--- src/rtl/u8u16_pkg.sv ---
// ----------------------------------------------------------------------------
// u8u16_pkg
// Shared types and constants for the UTF-8 to UTF-16 decoder.
// ----------------------------------------------------------------------------
package u8u16_pkg;

    // result status codes
    typedef logic [1:0] t_status;
    localparam t_status ST_DATA = 2'd0;
    localparam t_status ST_TERM = 2'd1;
    localparam t_status ST_BAD  = 2'd2;
    localparam t_status ST_FULL = 2'd3;

    // lead byte ranges and second byte bounds
    localparam logic [7:0] LEAD2_LO  = 8'hC2;
    localparam logic [7:0] LEAD2_HI  = 8'hDF;
    localparam logic [7:0] LEAD3_LO  = 8'hE0;
    localparam logic [7:0] LEAD3_HI  = 8'hEF;
    localparam logic [7:0] LEAD3_SUR = 8'hED;
    localparam logic [7:0] LEAD4_LO  = 8'hF0;
    localparam logic [7:0] LEAD4_HI  = 8'hF4;
    localparam logic [7:0] CONT_LO   = 8'h80;
    localparam logic [7:0] CONT_HI   = 8'hBF;
    localparam logic [7:0] E0_LO     = 8'hA0;
    localparam logic [7:0] ED_HI     = 8'h9F;
    localparam logic [7:0] F0_LO     = 8'h90;
    localparam logic [7:0] F4_HI     = 8'h8F;

    // supplementary plane split
    localparam logic [20:0] SUPP_BASE = 21'h10000;
    localparam logic [15:0] HI_SURR   = 16'hD800;
    localparam logic [15:0] LO_SURR   = 16'hDC00;
    localparam logic [9:0]  SURR_MASK = 10'h3FF;

    // result queue geometry
    localparam int QDEPTH = 4;
    localparam int QAW    = 2;
    typedef logic [QAW-1:0] t_qptr;
    typedef logic [QAW:0]   t_qcnt;

    // one result item
    typedef struct packed {
        logic [15:0] code_unit;
        t_status     status;
        logic        last;
    } t_result;

    // results of one input byte, handed from decoder to queue
    typedef struct packed {
        logic [1:0] cnt;
        t_result    r0;
        t_result    r1;
    } t_push;

endpackage

--- src/rtl/u8u16_byte_if.sv ---
// ----------------------------------------------------------------------------
// u8u16_byte_if
// Byte channel: valid, ready and one UTF-8 byte.
// ----------------------------------------------------------------------------
interface u8u16_byte_if;
    logic       valid;
    logic       ready;
    logic [7:0] byte_in;

    modport source (output valid, output byte_in, input ready);
    modport sink   (input valid, input byte_in, output ready);
endinterface

--- src/rtl/u8u16_unit_if.sv ---
// ----------------------------------------------------------------------------
// u8u16_unit_if
// Result channel: valid, ready, one UTF-16 code unit with status and last.
// ----------------------------------------------------------------------------
interface u8u16_unit_if;
    logic        valid;
    logic        ready;
    logic [15:0] code_unit;
    logic [1:0]  status;
    logic        last;

    modport source (output valid, output code_unit, output status, output last,
                    input ready);
    modport sink   (input valid, input code_unit, input status, input last,
                    output ready);
endinterface

--- src/rtl/u8u16_core.sv ---
// ----------------------------------------------------------------------------
// u8u16_core
// Sequence state, strict lead/continuation checks and UTF-16 unit forming.
// ----------------------------------------------------------------------------
module u8u16_core (
    input  logic              i_clk,
    input  logic              i_rst_n,
    input  logic              i_accept,
    input  logic [7:0]        i_byte,
    input  logic              i_cfg_we,
    input  logic [15:0]       i_cfg_wdata,
    output u8u16_pkg::t_push  o_push
);

    logic [15:0] r_cap;
    logic [1:0]  r_pending, n_pending;
    logic [20:0] r_acc, n_acc;
    logic [7:0]  r_lo_bnd, n_lo_bnd;
    logic [7:0]  r_hi_bnd, n_hi_bnd;
    logic        r_await, n_await;
    logic [15:0] r_units, n_units;
    logic        r_discard, n_discard;

    logic                 do_fail;
    u8u16_pkg::t_status   fail_st;
    logic                 fail_end;
    logic [20:0]          acc_next;
    logic [20:0]          supp;
    logic [16:0]          units_p2;
    u8u16_pkg::t_push     push;

    assign acc_next = {r_acc[14:0], i_byte[5:0]};
    assign supp     = acc_next - u8u16_pkg::SUPP_BASE;
    assign units_p2 = {1'b0, r_units} + 17'd2;

    // per-byte decode
    always_comb begin
        n_pending = r_pending;
        n_acc     = r_acc;
        n_lo_bnd  = r_lo_bnd;
        n_hi_bnd  = r_hi_bnd;
        n_await   = r_await;
        n_units   = r_units;
        n_discard = r_discard;
        do_fail   = 1'b0;
        fail_st   = u8u16_pkg::ST_BAD;
        fail_end  = 1'b0;
        push      = '0;

        if (i_accept) begin
            if (r_discard) begin
                if (i_byte == 8'd0) begin
                    n_discard = 1'b0;
                    n_pending = 2'd0;
                    n_acc     = '0;
                    n_lo_bnd  = u8u16_pkg::CONT_LO;
                    n_hi_bnd  = u8u16_pkg::CONT_HI;
                    n_await   = 1'b0;
                    n_units   = '0;
                end
            end else if (r_pending == 2'd0) begin
                if (i_byte == 8'd0) begin
                    n_acc     = '0;
                    n_lo_bnd  = u8u16_pkg::CONT_LO;
                    n_hi_bnd  = u8u16_pkg::CONT_HI;
                    n_await   = 1'b0;
                    n_units   = '0;
                    push.cnt  = 2'd1;
                    push.r0   = '{16'd0, u8u16_pkg::ST_TERM, 1'b1};
                end else if (r_units >= r_cap) begin
                    do_fail = 1'b1;
                    fail_st = u8u16_pkg::ST_FULL;
                end else if (i_byte[7] == 1'b0) begin
                    n_units  = r_units + 16'd1;
                    push.cnt = 2'd1;
                    push.r0  = '{{8'd0, i_byte}, u8u16_pkg::ST_DATA, 1'b0};
                end else if (i_byte >= u8u16_pkg::LEAD2_LO
                             && i_byte <= u8u16_pkg::LEAD2_HI) begin
                    n_pending = 2'd1;
                    n_acc     = {16'd0, i_byte[4:0]};
                    n_lo_bnd  = u8u16_pkg::CONT_LO;
                    n_hi_bnd  = u8u16_pkg::CONT_HI;
                    n_await   = 1'b1;
                end else if (i_byte >= u8u16_pkg::LEAD3_LO
                             && i_byte <= u8u16_pkg::LEAD3_HI) begin
                    n_pending = 2'd2;
                    n_acc     = {17'd0, i_byte[3:0]};
                    n_lo_bnd  = (i_byte == u8u16_pkg::LEAD3_LO)
                                ? u8u16_pkg::E0_LO : u8u16_pkg::CONT_LO;
                    n_hi_bnd  = (i_byte == u8u16_pkg::LEAD3_SUR)
                                ? u8u16_pkg::ED_HI : u8u16_pkg::CONT_HI;
                    n_await   = 1'b1;
                end else if (i_byte >= u8u16_pkg::LEAD4_LO
                             && i_byte <= u8u16_pkg::LEAD4_HI) begin
                    n_pending = 2'd3;
                    n_acc     = {18'd0, i_byte[2:0]};
                    n_lo_bnd  = (i_byte == u8u16_pkg::LEAD4_LO)
                                ? u8u16_pkg::F0_LO : u8u16_pkg::CONT_LO;
                    n_hi_bnd  = (i_byte == u8u16_pkg::LEAD4_HI)
                                ? u8u16_pkg::F4_HI : u8u16_pkg::CONT_HI;
                    n_await   = 1'b1;
                end else begin
                    do_fail = 1'b1;
                end
            end else begin
                // continuation byte due
                if (i_byte[7:6] != 2'b10) begin
                    do_fail  = 1'b1;
                    fail_end = (i_byte == 8'd0);
                end else if (r_await && (i_byte < r_lo_bnd || i_byte > r_hi_bnd)) begin
                    do_fail = 1'b1;
                end else begin
                    n_await   = 1'b0;
                    n_acc     = acc_next;
                    n_pending = r_pending - 2'd1;
                    if (r_pending == 2'd1) begin
                        if (acc_next >= u8u16_pkg::SUPP_BASE) begin
                            if (units_p2 > {1'b0, r_cap}) begin
                                do_fail = 1'b1;
                                fail_st = u8u16_pkg::ST_FULL;
                            end else begin
                                push.cnt = 2'd2;
                                push.r0  = '{u8u16_pkg::HI_SURR
                                             | {6'd0, supp[19:10]
                                                & u8u16_pkg::SURR_MASK},
                                             u8u16_pkg::ST_DATA, 1'b0};
                                push.r1  = '{u8u16_pkg::LO_SURR
                                             | {6'd0, supp[9:0]
                                                & u8u16_pkg::SURR_MASK},
                                             u8u16_pkg::ST_DATA, 1'b0};
                                n_units  = units_p2[15:0];
                            end
                        end else begin
                            push.cnt = 2'd1;
                            push.r0  = '{acc_next[15:0], u8u16_pkg::ST_DATA, 1'b0};
                            n_units  = r_units + 16'd1;
                        end
                        n_acc    = '0;
                        n_lo_bnd = u8u16_pkg::CONT_LO;
                        n_hi_bnd = u8u16_pkg::CONT_HI;
                    end
                end
            end

            // error: one result, clear everything, maybe drop to the next zero
            if (do_fail) begin
                n_pending = 2'd0;
                n_acc     = '0;
                n_lo_bnd  = u8u16_pkg::CONT_LO;
                n_hi_bnd  = u8u16_pkg::CONT_HI;
                n_await   = 1'b0;
                n_units   = '0;
                n_discard = !fail_end;
                push.cnt  = 2'd1;
                push.r0   = '{16'd0, fail_st, 1'b1};
                push.r1   = '0;
            end
        end
    end

    assign o_push = push;

    // state and capacity register
    always_ff @(posedge i_clk) begin
        if (!i_rst_n) begin
            r_cap     <= 16'hFFFF;
            r_pending <= 2'd0;
            r_acc     <= '0;
            r_lo_bnd  <= u8u16_pkg::CONT_LO;
            r_hi_bnd  <= u8u16_pkg::CONT_HI;
            r_await   <= 1'b0;
            r_units   <= '0;
            r_discard <= 1'b0;
        end else begin
            if (i_cfg_we) begin
                r_cap <= i_cfg_wdata;
            end
            r_pending <= n_pending;
            r_acc     <= n_acc;
            r_lo_bnd  <= n_lo_bnd;
            r_hi_bnd  <= n_hi_bnd;
            r_await   <= n_await;
            r_units   <= n_units;
            r_discard <= n_discard;
        end
    end

`ifndef ASSERT_OFF
    // dropping bytes never overlaps an open sequence
    a_discard_idle: assert property (@(posedge i_clk) disable iff (!i_rst_n)
        r_discard |-> (r_pending == 2'd0))
        else $error("discarding with a sequence open");

    // second-byte check only while a sequence is open
    a_await_open: assert property (@(posedge i_clk) disable iff (!i_rst_n)
        r_await |-> (r_pending != 2'd0))
        else $error("awaiting second byte with no sequence");

    // a surrogate pair is always two data units
    a_pair_data: assert property (@(posedge i_clk) disable iff (!i_rst_n)
        (o_push.cnt == 2'd2) |-> (o_push.r0.status == u8u16_pkg::ST_DATA
                                  && o_push.r1.status == u8u16_pkg::ST_DATA
                                  && o_push.r0.code_unit[15:10] == 6'b110110
                                  && o_push.r1.code_unit[15:10] == 6'b110111))
        else $error("malformed surrogate pair");
`endif

endmodule

--- src/rtl/u8u16_fifo.sv ---
// ----------------------------------------------------------------------------
// u8u16_fifo
// Result queue: takes one or two results per cycle, pops one per ready cycle.
// ----------------------------------------------------------------------------
module u8u16_fifo (
    input  logic               i_clk,
    input  logic               i_rst_n,
    input  u8u16_pkg::t_push   i_push,
    output logic               o_space,
    output logic               o_valid,
    input  logic               i_ready,
    output u8u16_pkg::t_result o_result
);

    u8u16_pkg::t_result r_slot [u8u16_pkg::QDEPTH];
    u8u16_pkg::t_qptr   r_wr_ptr, n_wr_ptr;
    u8u16_pkg::t_qptr   r_rd_ptr, n_rd_ptr;
    u8u16_pkg::t_qcnt   r_count, n_count;
    logic               pop;

    // room for the worst case of two results
    assign o_space  = (r_count <= u8u16_pkg::t_qcnt'(u8u16_pkg::QDEPTH - 2));
    assign o_valid  = (r_count != '0);
    assign o_result = r_slot[r_rd_ptr];
    assign pop      = o_valid && i_ready;

    // pointer and fill count update
    always_comb begin
        n_wr_ptr = r_wr_ptr + u8u16_pkg::t_qptr'(i_push.cnt);
        n_rd_ptr = r_rd_ptr + u8u16_pkg::t_qptr'(pop);
        n_count  = r_count + u8u16_pkg::t_qcnt'(i_push.cnt)
                   - u8u16_pkg::t_qcnt'(pop);
    end

    always_ff @(posedge i_clk) begin
        if (!i_rst_n) begin
            r_wr_ptr <= '0;
            r_rd_ptr <= '0;
            r_count  <= '0;
        end else begin
            r_wr_ptr <= n_wr_ptr;
            r_rd_ptr <= n_rd_ptr;
            r_count  <= n_count;
        end
    end

    // slot writes
    always_ff @(posedge i_clk) begin
        if (i_push.cnt != 2'd0) begin
            r_slot[r_wr_ptr] <= i_push.r0;
        end
        if (i_push.cnt == 2'd2) begin
            r_slot[r_wr_ptr + u8u16_pkg::t_qptr'(1)] <= i_push.r1;
        end
    end

`ifndef ASSERT_OFF
    // never more results than slots
    a_no_overflow: assert property (@(posedge i_clk) disable iff (!i_rst_n)
        r_count <= u8u16_pkg::t_qcnt'(u8u16_pkg::QDEPTH))
        else $error("result queue overflow");

    // any push lands only when room was advertised
    a_push_room: assert property (@(posedge i_clk) disable iff (!i_rst_n)
        (i_push.cnt != 2'd0) |-> o_space)
        else $error("push without room");

    // pointer distance tracks the fill count
    a_ptr_count: assert property (@(posedge i_clk) disable iff (!i_rst_n)
        (r_wr_ptr - r_rd_ptr) == r_count[u8u16_pkg::QAW-1:0])
        else $error("queue pointers out of step with fill count");
`endif

endmodule

--- src/rtl/utf8_to_utf16_decoder.sv ---
// ----------------------------------------------------------------------------
// utf8_to_utf16_decoder
// Strict UTF-8 to UTF-16 transcoder, one byte in per transfer.
// ----------------------------------------------------------------------------
// Usage:
//   i_byte_chan carries one UTF-8 byte per transfer; a zero byte ends the
//   string. o_unit_chan gives UTF-16 code units with a status (data,
//   terminator, invalid sequence, capacity exceeded) and a last flag on the
//   terminator and on every error result.
//   i_cfg_we / i_cfg_wdata load the unit capacity; write it while idle.
// Timing: the results of a byte are registered into the queue together; the
//   low surrogate of a pair sits in the slot right behind the high one.
// Throughput: one byte per cycle. The decoder state updates in a single
//   pass per byte; the four-entry result queue drains one unit per cycle
//   and holds ready low only while fewer than two slots are free.
// Reset: synchronous, active low; clears the sequence state, unit count,
//   discard flag and queue, and sets the capacity to 65535.
// Stall: when the receiver holds ready low the queue fills and byte
//   transfers stop until slots free up; nothing is lost.
// ----------------------------------------------------------------------------
module utf8_to_utf16_decoder (
    input  logic                i_clk,
    input  logic                i_rst_n,
    u8u16_byte_if.sink          i_byte_chan,
    u8u16_unit_if.source        o_unit_chan,
    input  logic                i_cfg_we,
    input  logic [15:0]         i_cfg_wdata
);

    logic               accept;
    logic               space;
    u8u16_pkg::t_push   push;
    u8u16_pkg::t_result result;

    // input transfer
    assign i_byte_chan.ready = space;
    assign accept            = i_byte_chan.valid && space;

    u8u16_core u_core (
        .i_clk       (i_clk),
        .i_rst_n     (i_rst_n),
        .i_accept    (accept),
        .i_byte      (i_byte_chan.byte_in),
        .i_cfg_we    (i_cfg_we),
        .i_cfg_wdata (i_cfg_wdata),
        .o_push      (push)
    );

    u8u16_fifo u_fifo (
        .i_clk    (i_clk),
        .i_rst_n  (i_rst_n),
        .i_push   (push),
        .o_space  (space),
        .o_valid  (o_unit_chan.valid),
        .i_ready  (o_unit_chan.ready),
        .o_result (result)
    );

    // output payload
    assign o_unit_chan.code_unit = result.code_unit;
    assign o_unit_chan.status    = result.status;
    assign o_unit_chan.last      = result.last;

endmodule
--- src/flat_wrapper.sv ---
// flat-port wrapper written by rule: the top's interface ports become plain ports
module utf8_to_utf16_decoder_flat 
  (i_clk, i_rst_n, i_cfg_we, i_cfg_wdata, i_byte_chan_valid, i_byte_chan_byte_in, i_byte_chan_ready, o_unit_chan_valid, o_unit_chan_code_unit, o_unit_chan_status, o_unit_chan_last, o_unit_chan_ready);
  u8u16_byte_if i_byte_chan_i ();
  u8u16_unit_if o_unit_chan_i ();
  input  logic i_clk;
  input  logic i_rst_n;
  input  logic i_cfg_we;
  input  logic [15:0] i_cfg_wdata;
  input wire logic [$bits(i_byte_chan_i.valid)-1:0] i_byte_chan_valid;
  input wire logic [$bits(i_byte_chan_i.byte_in)-1:0] i_byte_chan_byte_in;
  output wire logic [$bits(i_byte_chan_i.ready)-1:0] i_byte_chan_ready;
  output wire logic [$bits(o_unit_chan_i.valid)-1:0] o_unit_chan_valid;
  output wire logic [$bits(o_unit_chan_i.code_unit)-1:0] o_unit_chan_code_unit;
  output wire logic [$bits(o_unit_chan_i.status)-1:0] o_unit_chan_status;
  output wire logic [$bits(o_unit_chan_i.last)-1:0] o_unit_chan_last;
  input wire logic [$bits(o_unit_chan_i.ready)-1:0] o_unit_chan_ready;
  assign i_byte_chan_i.valid = i_byte_chan_valid;
  assign i_byte_chan_i.byte_in = i_byte_chan_byte_in;
  assign i_byte_chan_ready = i_byte_chan_i.ready;
  assign o_unit_chan_valid = o_unit_chan_i.valid;
  assign o_unit_chan_code_unit = o_unit_chan_i.code_unit;
  assign o_unit_chan_status = o_unit_chan_i.status;
  assign o_unit_chan_last = o_unit_chan_i.last;
  assign o_unit_chan_i.ready = o_unit_chan_ready;
  utf8_to_utf16_decoder u_core (.i_clk(i_clk), .i_rst_n(i_rst_n), .i_byte_chan(i_byte_chan_i), .o_unit_chan(o_unit_chan_i), .i_cfg_we(i_cfg_we), .i_cfg_wdata(i_cfg_wdata));
endmodule
--- config.mk ---
export PLATFORM = sky130hd
export DESIGN_NAME = utf8_to_utf16_decoder_flat
export DESIGN_NICKNAME = d
export VERILOG_FILES = /design/src/rtl/u8u16_pkg.sv /design/src/rtl/u8u16_byte_if.sv /design/src/rtl/u8u16_unit_if.sv /design/src/rtl/u8u16_core.sv /design/src/rtl/u8u16_fifo.sv /design/src/rtl/utf8_to_utf16_decoder.sv /design/src/flat_wrapper.sv
export SDC_FILE = /design/constraint.sdc
export NUM_CORES = 1
export LEC_CHECK = 0
export BUFFER_PORTS_ARGS = -buffer_cell sky130_fd_sc_hd__buf_2
export CORE_ASPECT_RATIO = 1.25
export CORE_MARGIN = 3
export CORE_UTILIZATION = 25
export DETAILED_ROUTE_END_ITERATION = 10
export GPL_TIMING_DRIVEN = 0
export PLACE_DENSITY_LB_ADDON = 0.08
export SLEW_MARGIN = 20
export SYNTH_ARGS = -nofsm -noshare
export SYNTH_HDL_FRONTEND = slang
export SYNTH_SLANG_ARGS = --single-unit
--- constraint.sdc ---
create_clock -name i_clk -period 6.3 [get_ports i_clk]
set_clock_uncertainty 0.15 [all_clocks]
set_input_delay 1.26 -clock i_clk [delete_from_list [all_inputs] [get_ports i_clk]]
set_output_delay 1.26 -clock i_clk [all_outputs]
set_load 0.01 [all_outputs]
==> results.py <==
metrics = {
    "drt": {
        "drt_pre_antenna_iters": 5,
        "total_wirelength_um": 26730,
        "dr_wl_met2_um": 14500,
        "via_per_inst": 4.975,
        "routed_wire_length_per_instance_um": 20.21,
        "wl_met3_um": 715,
        "detail_route.wirelength.met1_um": 10990,
        "vias": 6582,
        "maxUsedRoutingLayer": "met4",
        "drtAntennaViolNets": 0,
        "remaining_drc_errors": 0,
        "initialDrtViolationCount": 285,
    },
    "cells_and_area": {
        "area_delta_synth_final_pct": 18.50,
        "post-route-cell-area_mm2": 0.009482,
        "layout.cells.most_common": "nand2_1",
        "top_library_cells_by_usage_in_the_layout_fill_and_taps_aside": "nand2_1, dfxtp_1, nor2_1",
        "nNetsFinal": 975,
        "drive_above_1_share_pct": 15.83,
        "diodes": 0,
        "final_cells": 1323,
        "fin_util_pct": 30.33,
    },
    "global_routing": {
        "vias_in_the_first_global_route": 6753,
        "grt_max_degree": 17,
        "global_route.usage.total_pct": 15.74,
        "globalRoute.totalOverflow": 0,
        "wire_length_of_the_first_global_routing_pass_um": 41010,
        "antenna_found_initial": 0,
    },
    "clock_network": {
        "cts_htree_levels": 4,
        "clk_root_buffer_cell": "clkbuf_16",
        "cts.reportedPaths.clkPinSlew_ns": 0.06,
        "cts_sinks": 138,
        "insertion_delay_ns": 0.43,
        "max-clock-path-buffers": 2,
        "cts_tree": "done",
        "clock_buffers_created_by_tritoncts": 17,
    },
    "worst_setup_path": {
        "critPathLaunchType": "flop",
        "rrSetupSlack_ns": 0.66,
        "critical_path_required_ns": 6.44,
        "critPathMaxFanout": 10,
        "criticalPathCategory": "flop to flop",
        "data_arrival_time_of_the_critical_path_ns": 5.78,
        "timing.critical_path.to_type": "flop",
    },
    "sta": {
        "finalSetupViolCount": 0,
        "timing.final.max_slew_violations": 0,
        "maxSlewHeadroom_pct": 33.52,
        "layout_setup_ws_ns": 0.6647,
        "rsz0062_at_grt": "false",
        "fin_crit_ns": 5.635,
        "hold_slack_ns": 0.3089,
        "finalCritPeriodShare_pct": 89.45,
        "worst-slew-pin-transition_ns": 0.9935,
        "hold_viol_final": 0,
        "tns_ns": 0,
        "fmax_ghz": 0.1775,
    },
    "floorplanning": {
        "ioPinCount": 50,
        "core-area_mm2": 0.03126,
        "horiz_die_dim_um": 166.0,
        "initial_utilization_pct": 25.60,
        "floorplan.rows": 72,
        "die_area_mm2": 0.03420,
        "die-height_um": 206.0,
    },
    "pwr": {
        "total_leakage_power_nw": 3.598,
        "irDropWorstVdd_v": 0.0001551,
        "totalPowerFinal_mw": 2.994,
        "cellPowerDensity_mw_per_mm2": 315.8,
    },
    "logic_synthesis": {
        "synth_seq_area_share_pct": 42.03,
        "synth.cell_area_mm2": 0.008001,
        "avgSynthCellArea_um2": 9.617,
        "synth_seq_cells": 138,
        "proportion_of_netlist_area_held_by_the_largest_area_contributor_pct": 22.52,
        "yosys-top-cells-area": "edfxtp_1, dfxtp_1, ha_1",
        "total_number_of_yosys_warnings": 0,
        "postSynth.asyncResetShare_pct": 0,
        "synth_flop_cell": "dfxtp_1",
        "synth_edf_count": 60,
        "syn-num-nets": 904,
        "yosysTopAreaCell": "edfxtp_1",
        "yosysUniqueCellTypes": 84,
        "post_synth_inst_count": 832,
    },
    "place": {
        "gp_congestion": 0.7932,
        "place.port_buffers": 45,
        "total_placed_cells_including_tap_cells": 1284,
        "placedInstanceArea_mm2": 0.008742,
        "post-place-ws_ns": -0.8393,
        "place_hpwl_um": 19990,
    },
    "run_status": {
        "status": "complete, no violations",
    },
    "job": {
        "maxCapViolations": 0,
    },
    "min_path": {
        "hold_class": "flop to flop",
    },
}
==> cells in the mapped netlist, drive strengths merged (7+ instances only) <==
cell and n:
dfxtp 78, edfxtp 60, o31ai 7, o2bb2ai 7, xor2 9, and2 12
ha 42, mux4 19, nand2 83, and3 7, o211ai 18, inv 43
buf 11, a21oi 44, nor3 17, xnor2 11, a22oi 11, nand3 32
o32ai 7, nand4 7, or2 8, a22o 33, o21ai 43, nor2 75
clkbuf 39
==> kinds of logic after synthesis <==
family | count (synthesis) | synth area share (%)
compound gates | 237 | 21.60
flops | 138 | 42.03
buf+inv | 95 | 4.769
simple gates | 275 | 16.61
mux | 24 | 5.989
fa+ha+maj | 43 | 6.818
xor+xnor | 20 | 2.189
==> report_power, final <==
part / total (mW) / internal (mW) / leakage, nW / switching [mW]
combinational: 0.873 / 0.328 / 2.03 / 0.546
sequential: 1.08 / 1.02 / 1.27 / 0.0510
clock: 1.05 / 0.641 / 0.306 / 0.404
total: 2.99 / 1.99 / 3.60 / 1.00
==> worst paths after layout <==
kind / start / to / cells after the start
setup / recovery: u_core.u_core.r_units[1]$_SDFFE_PN0P_ / u_core.u_fifo.r_count[2]$_SDFF_PN0_ / 21
hold / removal: u_core.u_fifo.r_slot[3][0]$_SDFFE_PP0N_ / u_core.u_fifo.r_slot[3][0]$_SDFFE_PP0N_ / 1
setup reg to reg: u_core.u_core.r_units[1]$_SDFFE_PN0P_ / u_core.u_fifo.r_count[2]$_SDFF_PN0_ / 21
hold reg to reg: u_core.u_fifo.r_slot[3][0]$_SDFFE_PP0N_ / u_core.u_fifo.r_slot[3][0]$_SDFFE_PP0N_ / 1
==> metal layers <==
metal	up-vias	global-route usage, %
met5	-	0
met4	0	4.844
met3	23	2.296
met2	108	30.06
met1	3199	18.13
li1	3252	-
==> critical path, stage by stage (launching register included) <==
cell     delay [ns]
dfxtp_1        0.54
ha_2           0.36
nand3_1        0.22
nor3_2         0.32
inv_1          0.11
nor2_1         0.17
xor2_1         0.09
ha_1           0.30
nand3_1        0.19
nor4_4         0.42
nand4_1        0.24
o31a_1         0.23
nor2_1         0.34
and4_1         0.24
buf_2          0.20
inv_2          0.07
buf_4          0.20
ha_1           0.31
fa_1           0.43
xnor2_1        0.18
xnor2_1        0.13
nor2_1         0.05
==> cell type report <==
type                    instances  area, um2
repair buffers                 53      285.3
flip-flops and latches        138       3363
multi-input cells             599       4319
fillers                      3327      21780
clock buffers                  23      500.5
clock inverters                 9      111.4
plain buffers                  49      209.0
well taps                     407      509.2
inverters                      45      183.9
==> registers in the layout, summed over array words and instances, names as in the netlist, 2 cells and up <==
register	flops
u_core.u_core.r_pending	2
u_core.u_fifo.r_slot	76
u_core.u_core.r_lo_bnd	2
u_core.u_fifo.r_rd_ptr	2
u_core.u_core.r_hi_bnd	2
u_core.u_core.r_units	16
u_core.u_fifo.r_count	3
u_core.u_core.r_cap	16
u_core.u_fifo.r_wr_ptr	2
u_core.u_core.r_acc	15
==> what timing repair did <==
action,4_1_cts,5_1_grt
setup endpoints to repair,76,122
setup buffers,8,0
gates resized for setup,8,5
hold buffers,0,0
(Power assumes the default switching activity.)
